## src/rtl/core/bc_pkg.sv

```systemverilog
// Shared types and constants of the binomial coefficient core.
`timescale 1ns / 1ps
`default_nettype none

package bc_pkg;

	// Largest set size accepted (the 64-bit running value holds C(n,k) up to n = 67)
	localparam int MAX_N = 60;

	localparam int N_W     = 6;              // n_items and chosen
	localparam int R_W     = N_W - 1;        // reduced count, at most 31
	localparam int COEFF_W = 57;             // coefficient field
	localparam int ACC_W   = 64;             // running value
	localparam int PROD_W  = ACC_W + N_W;    // running value times (n - i)
	localparam int DEN_W   = N_W;            // divisor i + 1, at most 32
	localparam int REM_W   = DEN_W + 1;      // partial remainder of the divider
	localparam int CNT_W   = $clog2(PROD_W); // divider bit counter

	typedef enum logic [1:0] {
		ST_OK          = 2'd0,
		ST_R_ABOVE_N   = 2'd1,
		ST_N_ABOVE_MAX = 2'd2
	} bc_status_t;

	typedef struct packed {
		logic [N_W-1:0] n_items;
		logic [N_W-1:0] chosen;
	} bc_in_t;

	typedef struct packed {
		logic [COEFF_W-1:0] coefficient;
		bc_status_t         status;
	} bc_out_t;

	// Sequencer to divider
	typedef struct packed {
		logic              start;
		logic [PROD_W-1:0] dividend;
		logic [DEN_W-1:0]  divisor;
	} bc_div_req_t;

	// Divider to sequencer
	typedef struct packed {
		logic             done;
		logic [ACC_W-1:0] quotient;
	} bc_div_rsp_t;

endpackage

`default_nettype wire

```

## src/rtl/core/bc_div.sv

```systemverilog
// Iterative restoring divider: one quotient bit per cycle.
`timescale 1ns / 1ps
`default_nettype none

module bc_div (
	input  wire logic               clk,
	input  wire logic               arst_n,
	input  wire bc_pkg::bc_div_req_t req,
	output bc_pkg::bc_div_rsp_t     rsp
);
	import bc_pkg::*;

	logic              busy_q;
	logic              done_q;
	logic [CNT_W-1:0]  cnt_q;
	logic [PROD_W-1:0] quo_q;
	logic [DEN_W-1:0]  rem_q;
	logic [DEN_W-1:0]  divisor_q;

	logic [REM_W-1:0] rem_sh;
	logic [REM_W-1:0] dvs_ext;
	logic             fits;
	logic [REM_W-1:0] rem_n;

	// Shift in the next dividend bit, subtract when the divisor fits
	always_comb begin
		rem_sh  = {rem_q, quo_q[PROD_W-1]};
		dvs_ext = {1'b0, divisor_q};
		fits    = (rem_sh >= dvs_ext);
		rem_n   = fits ? (rem_sh - dvs_ext) : rem_sh;
	end

	always_ff @(posedge clk or negedge arst_n) begin
		if (!arst_n) begin
			busy_q <= 1'b0;
			done_q <= 1'b0;
			cnt_q  <= '0;
		end else begin
			done_q <= 1'b0;
			if (req.start) begin
				busy_q <= 1'b1;
				cnt_q  <= '0;
			end else if (busy_q) begin
				cnt_q <= cnt_q + 1'b1;
				if (cnt_q == CNT_W'(PROD_W - 1)) begin
					busy_q <= 1'b0;
					done_q <= 1'b1;
				end
			end
		end
	end

	always_ff @(posedge clk) begin
		if (req.start) begin
			quo_q     <= req.dividend;
			rem_q     <= '0;
			divisor_q <= req.divisor;
		end else if (busy_q) begin
			quo_q <= {quo_q[PROD_W-2:0], fits};
			rem_q <= rem_n[DEN_W-1:0];
		end
	end

	assign rsp.done     = done_q;
	assign rsp.quotient = quo_q[ACC_W-1:0];

endmodule

`default_nettype wire

```

## src/rtl/core/binomial_coefficient_core.sv

```systemverilog
// Top level of the binomial coefficient core: sequencer, multiply and result register.
//
//   channel | direction | payload  | transaction when
//   --------+-----------+----------+----------------------------
//   req     | in        | bc_in_t  | req_valid && req_ready
//   rsp     | out       | bc_out_t | rsp_valid && rsp_ready
//
// One request at a time. With k = min(r, n - r), the request runs k rounds: each
// round is an S_STEP state that loads the 64x6 product into the divider, then
// S_DIV for the shift-subtract steps until the divider's done flag. After the
// last round S_STEP passes to S_FIN, which raises rsp_valid. Worst case with
// MAX_N = 60 is k = 30. Error and trivial cases run no round; the next request
// can be taken as soon as rsp_valid rises.
// arst_n clears the sequencer, the divider control and rsp_valid; no clearing pass.
// A stalled rsp holds its result. req_ready still returns in S_IDLE; the next
// request then runs and waits in S_FIN until the held result is taken.
`timescale 1ns / 1ps
`default_nettype none

module binomial_coefficient_core (
	input  wire logic           clk,
	input  wire logic           arst_n,
	input  wire logic           req_valid,
	output logic                req_ready,
	input  wire bc_pkg::bc_in_t req,
	output logic                rsp_valid,
	input  wire logic           rsp_ready,
	output bc_pkg::bc_out_t     rsp
);
	import bc_pkg::*;

	typedef enum logic [3:0] {
		S_IDLE = 4'b0001,
		S_STEP = 4'b0010,
		S_DIV  = 4'b0100,
		S_FIN  = 4'b1000
	} bc_state_t;

	bc_state_t        state_q;
	logic [N_W-1:0]   n_q;
	logic [R_W-1:0]   k_q;     // reduced count min(r, n - r)
	logic [R_W-1:0]   i_q;     // round index
	logic [ACC_W-1:0] acc_q;   // running value C(n, i)
	bc_status_t       status_q;
	logic             rsp_valid_q;
	bc_out_t          rsp_q;

	bc_div_req_t div_req;
	bc_div_rsp_t div_rsp;

	logic           req_acc;
	logic           rsp_free;
	logic [N_W-1:0] n_minus_r;
	logic [N_W-1:0] k_full;
	bc_status_t     status_in;
	logic           rounds_done;
	logic [N_W-1:0] factor;

	assign req_ready = (state_q == S_IDLE);
	assign req_acc   = req_valid && req_ready;
	assign rsp_free  = !rsp_valid_q || rsp_ready;

	// Classify the request and fold r onto the smaller side
	always_comb begin
		n_minus_r = req.n_items - req.chosen;
		if (req.chosen > req.n_items) begin
			status_in = ST_R_ABOVE_N;
		end else if (32'(req.n_items) > MAX_N) begin
			status_in = ST_N_ABOVE_MAX;
		end else begin
			status_in = ST_OK;
		end
		if (status_in != ST_OK) begin
			k_full = '0;
		end else if (req.chosen > n_minus_r) begin
			k_full = n_minus_r;
		end else begin
			k_full = req.chosen;
		end
	end

	assign rounds_done = (i_q == k_q);
	assign factor      = n_q - {1'b0, i_q};

	// Round: acc * (n - i), then divide exactly by (i + 1)
	always_comb begin
		div_req.start    = (state_q == S_STEP) && !rounds_done;
		div_req.dividend = PROD_W'(acc_q) * PROD_W'(factor);
		div_req.divisor  = {1'b0, i_q} + 1'b1;
	end

	bc_div u_div (
		.clk    (clk),
		.arst_n (arst_n),
		.req    (div_req),
		.rsp    (div_rsp)
	);

	always_ff @(posedge clk or negedge arst_n) begin
		if (!arst_n) begin
			state_q     <= S_IDLE;
			rsp_valid_q <= 1'b0;
		end else begin
			if (rsp_valid_q && rsp_ready) begin
				rsp_valid_q <= 1'b0;
			end
			case (state_q)
				S_IDLE: begin
					if (req_acc) begin
						state_q <= S_STEP;
					end
				end
				S_STEP: begin
					state_q <= rounds_done ? S_FIN : S_DIV;
				end
				S_DIV: begin
					if (div_rsp.done) begin
						state_q <= S_STEP;
					end
				end
				S_FIN: begin
					// Hold until the result register is free
					if (rsp_free) begin
						rsp_valid_q <= 1'b1;
						state_q     <= S_IDLE;
					end
				end
				default: begin
					state_q <= S_IDLE;
				end
			endcase
		end
	end

	always_ff @(posedge clk) begin
		if (req_acc) begin
			n_q      <= req.n_items;
			k_q      <= k_full[R_W-1:0];
			i_q      <= '0;
			acc_q    <= ACC_W'(1);
			status_q <= status_in;
		end
		if ((state_q == S_DIV) && div_rsp.done) begin
			acc_q <= div_rsp.quotient;
			i_q   <= i_q + 1'b1;
		end
		if ((state_q == S_FIN) && rsp_free) begin
			rsp_q.status      <= status_q;
			rsp_q.coefficient <= (status_q == ST_OK) ? acc_q[COEFF_W-1:0] : '0;
		end
	end

	assign rsp_valid = rsp_valid_q;
	assign rsp       = rsp_q;

endmodule

`default_nettype wire

```

## config.mk

```make
export PLATFORM = sky130hd
export DESIGN_NAME = binomial_coefficient_core
export DESIGN_NICKNAME = d
export VERILOG_FILES = /design/src/rtl/core/bc_pkg.sv /design/src/rtl/core/bc_div.sv /design/src/rtl/core/binomial_coefficient_core.sv
export SDC_FILE = /design/constraint.sdc
export NUM_CORES = 1
export LEC_CHECK = 0
export BUFFER_PORTS_ARGS = -buffer_cell sky130_fd_sc_hd__buf_4
export CORE_UTILIZATION = 45
export DETAILED_ROUTE_END_ITERATION = 10
export GPL_TIMING_DRIVEN = 1
export PLACE_DENSITY_LB_ADDON = 0.1
export SLEW_MARGIN = 20
export SYNTH_ARGS = -nofsm -noshare
export SYNTH_HDL_FRONTEND = slang
export SYNTH_SLANG_ARGS = --single-unit
export TNS_END_PERCENT = 10
```

## constraint.sdc

```tcl
create_clock -name clk -period 10.1 [get_ports clk]
set_input_delay 1.515 -clock clk [delete_from_list [all_inputs] [get_ports clk]]
set_output_delay 1.515 -clock clk [all_outputs]
set_load 0.02 [all_outputs]
```

# Yosys cells after proc, flatten, opt, wreduce, memory -nomap -nowiden
# Cells that the tools add are included.
[classes] addsub=6 mul=1 div_mod_pow=0 n_lt_le_gt_ge=4 eq_ne=9 shifts=0 n_mux=26 bitwise_logic=0 reduce_logical=13
[ops] operator="$mux W70" count=2
[ops] operator="$mux W64" count=2
[ops] operator="$mul A64 B6 Y70" count=1
[ops] operator="$mux W4" count=4
[ops] operator="$pmux W4 S4" count=1
[ops] operator="$mux W5" count=3
[ops] operator="$mux W7" count=2
[ops] operator="$gt A6 B6 Y1" count=2
[ops] operator="$sub A6 B6 Y6" count=2
[ops] operator="$mux W1" count=9
[ops] operator="$add A7 B1 Y7 const B" count=1
[ops] operator="$eq A7 B7 Y1 const B" count=1
[ops] operator="$ge A7 B6 Y1" count=1
[ops] operator="$add A5 B1 Y6 const B" count=1
[ops] operator="$gt A6 B6 Y1 const B" count=1
[ops] operator="$mux W6" count=1
[ops] operator="$reduce_bool A2 Y1" count=3
[ops] operator="$sub A6 B5 Y6" count=1
[ops] operator="$add A5 B1 Y5 const B" count=1
[ops] operator="$eq A5 B5 Y1" count=1
[ops] operator="$logic_and A1 B1 Y1" count=5
[ops] operator="$eq A4 B1 Y1 const B" count=1
[ops] operator="$eq A4 B2 Y1 const B" count=1
[ops] operator="$eq A4 B3 Y1 const B" count=1
[ops] operator="8 further kinds" count=11
[totals] register_bits=237 latchBits=0 mem_bits_rw=0 mem_bits_ro=0 inputBits=16 out_inout_bits=61 mem_count=0

# Logic depth before layout (Yosys ltp)
[depth] ltp_word=4 depth_mapped=26 mapped_depth_nobuf=24

# By module
# From an unflattened synthesis, not the netlist that was laid out.
[unflattened] cells_unflattened=2265 hier_area_um2=22930.7
[modules_own_cells] mod="binomial_coefficient_core" n_inst=1 cells_each=1930 area_per_inst_um2=18335.1
[modules_own_cells] mod="bc_div" n_inst=1 cells_each=335 area_per_inst_um2=4595.7

# Worst setup path before layout
# Ideal clock, no wire load.
[synth_timing] kind="register to register" start="register i_q[1]" end="register u_div.quo_q[59], data pin" setup_ps=265 arrival_time_ps=6064 required_time_ps=9835 path_slack_ps=3772 path_stages_with_launch=25 n_path_buf=1 period_less_slack_ps=6328 path_cell_list="edfxtp_1 > inv_1 > ha_1 > a21o_1 > a21oi_1 > o21bai_1 > a21o_1 > xor2_1 > clkbuf_1 > nor2b_1 > fa_1 > inv_1 > fa_1 > fa_1 > inv_1 > ha_1 > a21o_1 > a21o_1 > a2111oi_0 > a21oi_1 > a21o_1 > a31o_2 > a41oi_1 > xor2_1 > o21ai_1"
[synth_between] elab_chain_len=4 word_cells_on_any_way=6 cone_classes="add/sub: 1; mul: 1; eq/ne: 1; mux: 1; reduce/logical: 2"
[synth_rtl] item="start, declared" line_no="binomial_coefficient_core.sv:42" text="logic [R_W-1:0] i_q;"
[synth_rtl] item="start signal, assigned" line_no="binomial_coefficient_core.sv:145" text="i_q <= i_q + 1'b1;"
[synth_rtl] item="parallel branches: the longest is 3 deep, another holds $mul A64 B6 Y70"
[synth_rtl] item="$mux W70 *" line_no="bc_div.sv:54" text="if (req.start) begin"
[synth_rtl] item="end signal, assigned" line_no="bc_div.sv:55" text="quo_q <= req.dividend;"
[synth_rtl] item="end signal, assigned" line_no="bc_div.sv:59" text="quo_q <= {quo_q[PROD_W-2:0], fits};"
[synth_rtl] item="end, declared" line_no="bc_div.sv:16" text="logic [PROD_W-1:0] quo_q;"
# Mark *: on every way between the ends.
# A chain may end at the register's enable or synchronous reset.

# Final worst setup path
[layout_timing] start="register i_q[1]" end="register u_div.quo_q[50], data pin"
# The elaborated chain is that of the path after synthesis.

==> out/metrics.yaml <==
n_fill_cell: 4554
clk_pin_slew_worst_paths_ps: 60
critPathKind: "register to register"
netlist_top_cells_area: "edfxtp_1 (29%), fa_1 (22%), and2_1 (7.1%)"
syn-mean-instance-area_um2: 9.705
regToRegEndpoint: "u_div.quo_q[50]"
worstSetupEndpointType: "register"
syn-instance-count: 2318
finalWeightedCongestion: 0.9225
first_pass_grt_wire_length_um: 92620
setup.worst_path.start_class: "register"
critical-path-top-delay-family: "adder cells"
fp.dieArea_um2: 50890
finalWirelength_um: 56360
route.detailed.drc: 0
synth-edff-count: 217
via_count: 16337
synthToLayoutAreaGrowth_pct: 10.32
post_route_cells_drive_above_1_share_pct: 7.484
dp_hpwl_um: 40900
floorplan.core_area_um2: 49150
final_sum_of_negative_setup_slack_ps: 0
drt-vias-per-instance: 5.394
worst_slack_ps: 2374
routedWlPerCell_um: 18.61
die_w_um: 225.6
max_freq_ghz: 0.1294
vias_in_the_first_global_route: 16693
syn_area_um2: 22500
timing.clock.skew_ps: 14.93
hold_buffers: 0
synth.largest_area_cell: "edfxtp_1"
hold_path.class: "register to register"
detailedRoute.firstIterationViolations: 1208
critPathCapture: "u_div.quo_q[50]"
synth.distinct_cells: 76
warning_count_from_the_yosys_run: 0
worst-endpoint-required_ps: 10390
result_of_the_run: "complete, no violations"
initial_antenna_violation_count: 1
tightest_slew_ps: 1092
detail-route-antenna-nets: 0
reg2reg_from: "i_q[1]"
clock_tree.htree_level_count: 1
cts_num_sinks: 237
ios: 77
dp_worst_setup_slack_ps: 2283
cts_max_path_buffers: 3
seq_area_frac_synth_pct: 31.06
asyncSetResetFlopFracSynth_pct: 5.907
critPathBufInv: 4
floorplan.rows: 81
grt_setup_unrepaired: "false"
synth.ff_latch_count: 237
postSynthNetCount: 2690
timing_hold_violations_final: 0
num_antenna_cells: 0
synth_top_cell_area_share_pct: 28.97
total_grt_overflow: 0
critical_path.max_stage_delay_ps: 890
effective_utilization_at_floorplan_pct: 45.77
synth_top_flop_cell: "edfxtp_1"
timing.final.setup_violations: 0
grt_max_degree: 103
cts_made_buffers: 31
clock_insertion_delay_worst_skew_ps: 580
cp_cell_sequence: "inv_1 > ha_1 > a21o_1 > a21oi_1 > o21bai_1 > a21o_1 > xor2_4 > nor2b_1 > fa_1 > inv_1 > fa_1 > fa_1 > inv_1 > ha_1 > inv_1 > nor2_1 > nand2_1 > nor4_1 > nor3_1 > o21ai_0 > a31oi_1 > xor2_1 > o21ai_0"
slew-limit-headroom_pct: 27.19
finish.net_count: 2715
globalRouteTotalUtil_pct: 23.07
data_arrival_time_of_the_worst_path_ps: 8010
final.min_clock_period_ps: 7726
placedCellCount: 2973
post_cts_resize_count: 0
worst_hold_path.num_cells: 2
timing.reg2reg.worst_path_depth: 23
drt_first_pass_iters: 5
post_cts_buffers: 0
drv_cap: 0
final_max_slew_viol_count: 0
number_of_port_buffers: 76
critical_path.most_common_cell: "inv_1"
whs_ps: 483.7
cp_slowest_cell: "nor4_1"
min_period_over_period_pct: 76.49
layout.cells.non_filler: 3029
critical_path_cell_count: 23
cts_root_buf: "clkbuf_16"
critical_path.max_fanout: 32
die_h_um: 225.6
worst-r2r-setup-slack_ps: 2370
crit_path_start: "i_q[1]"
cts_tree: "done"
## final cells by class
type | count | area [um^2] | share of cell area (%)
Clock inverter | 22 | 256.5 | 1.034
Tap cell | 664 | 830.8 | 3.348
Sequential cell | 237 | 6988 | 28.16
Clock buffer | 33 | 783.3 | 3.156
Multi-Input combinational cell | 1659 | 14010 | 56.46
Timing Repair Buffer | 93 | 743.2 | 2.995
Inverter | 321 | 1205 | 4.855
## worst reg2reg max path: cells and delay by family, from the launching register on
family / cells / cell delay [ps]
and+or+nand+nor: 5 / 1700
adders and majority gates: 5 / 2250
AOI/OAI and AO/OA: 7 / 1690
xor gates and xnor gates: 2 / 1010
DFF: 1 / 460
buffers and inverters: 4 / 350
## cells by family after synthesis
family | after synthesis | share of synthesized area, %
and+or+nand+nor | 862 | 20.04
buffers and inverters | 422 | 7.086
adders and majority gates | 356 | 28.21
AOI/OAI and AO/OA | 351 | 9.990
DFF | 237 | 31.06
xor gates and xnor gates | 76 | 2.959
muxes | 14 | 0.6508
## cells in the final DEF, fill, tap and decap left out, types with 32 or more instances in the layout
cell / n
a21o_1: 39
a21oi_1: 105
and2_1: 257
buf_4: 90
edfxtp_1: 217
fa_1: 251
ha_1: 103
inv_1: 320
nand2_1: 253
nand2b_1: 70
nand4_1: 32
nor2_1: 86
nor2b_1: 70
o21ai_0: 83
xnor2_1: 40
xor2_1: 32
## registers in the layout, indices dropped and copies added (netlist names)
signal,count
u_div.rem_q,6
u_div.done_q,1
status_q,2
rsp_valid,1
u_div.cnt_q,7
k_q,5
acc_q,64
u_div.quo_q,70
rsp,59
state_q,4
u_div.divisor_q,6
i_q,5
n_q,6
u_div.busy_q,1
## how the worst min path moves through the flow
stage / to / from / slack, ps
5_1_grt: u_div.rem_q[5] / u_div.rem_q[5] / 510
4_1_cts: u_div.rem_q[5] / u_div.rem_q[5] / 480
3_5_place_dp: u_div.rem_q[5] / u_div.rem_q[5] / 470
3_3_place_gp: u_div.rem_q[5] / u_div.rem_q[5] / 460
6_report: u_div.rem_q[5] / u_div.rem_q[5] / 480
2_1_floorplan: rsp[1] / status_q[1] / 430
## per-layer routing
layer / global-route usage (%) / share of wire [%] / vias up
met1: 34.55 / 48 / 8250
met4: 4.981 / 1.9 / 0
met2: 36.08 / 45 / 393
met5: 0 / 0 / -
met3: 2.342 / 4.7 / 70
li1: - / - / 7624
## metrics by stage
step	cell area [um^2]	util (%)
after floorplan	22500	-
after global placement	23710	48.23
after detailed placement	23760	48.33
after CTS	24800	50.44
after global routing	24820	50.49
final	24820	50.49
## Yosys cell counts, types with 5 or more instances
| cell type | n |
|---|---|
| nor2_1 | 88 |
| mux2i_1 | 9 |
| o21bai_1 | 15 |
| ha_1 | 104 |
| a31oi_1 | 13 |
| o211ai_1 | 8 |
| mux2_2 | 5 |
| or2_2 | 7 |
| a21o_1 | 39 |
| a211oi_1 | 16 |
| nand2b_1 | 71 |
| buf_2 | 8 |
| a21oi_1 | 105 |
| nand3_1 | 29 |
| dfxtp_1 | 6 |
| o221ai_1 | 5 |
| xnor2_1 | 42 |
| o21ai_1 | 5 |
| nor2b_1 | 71 |
| nand4_1 | 32 |
| clkbuf_1 | 91 |
| inv_1 | 321 |
| nor3_1 | 16 |
| o21a_1 | 6 |
| edfxtp_1 | 217 |
| o31ai_1 | 9 |
| nor4_1 | 8 |
| o21ai_0 | 83 |
| dfrtp_1 | 13 |
| nand2_1 | 254 |
| fa_1 | 252 |
| and2_1 | 257 |
| and3_1 | 10 |
| xor2_1 | 34 |
Power is not shown: default switching activity piles up to over one toggle a cycle in this logic, so the estimate is an artifact.
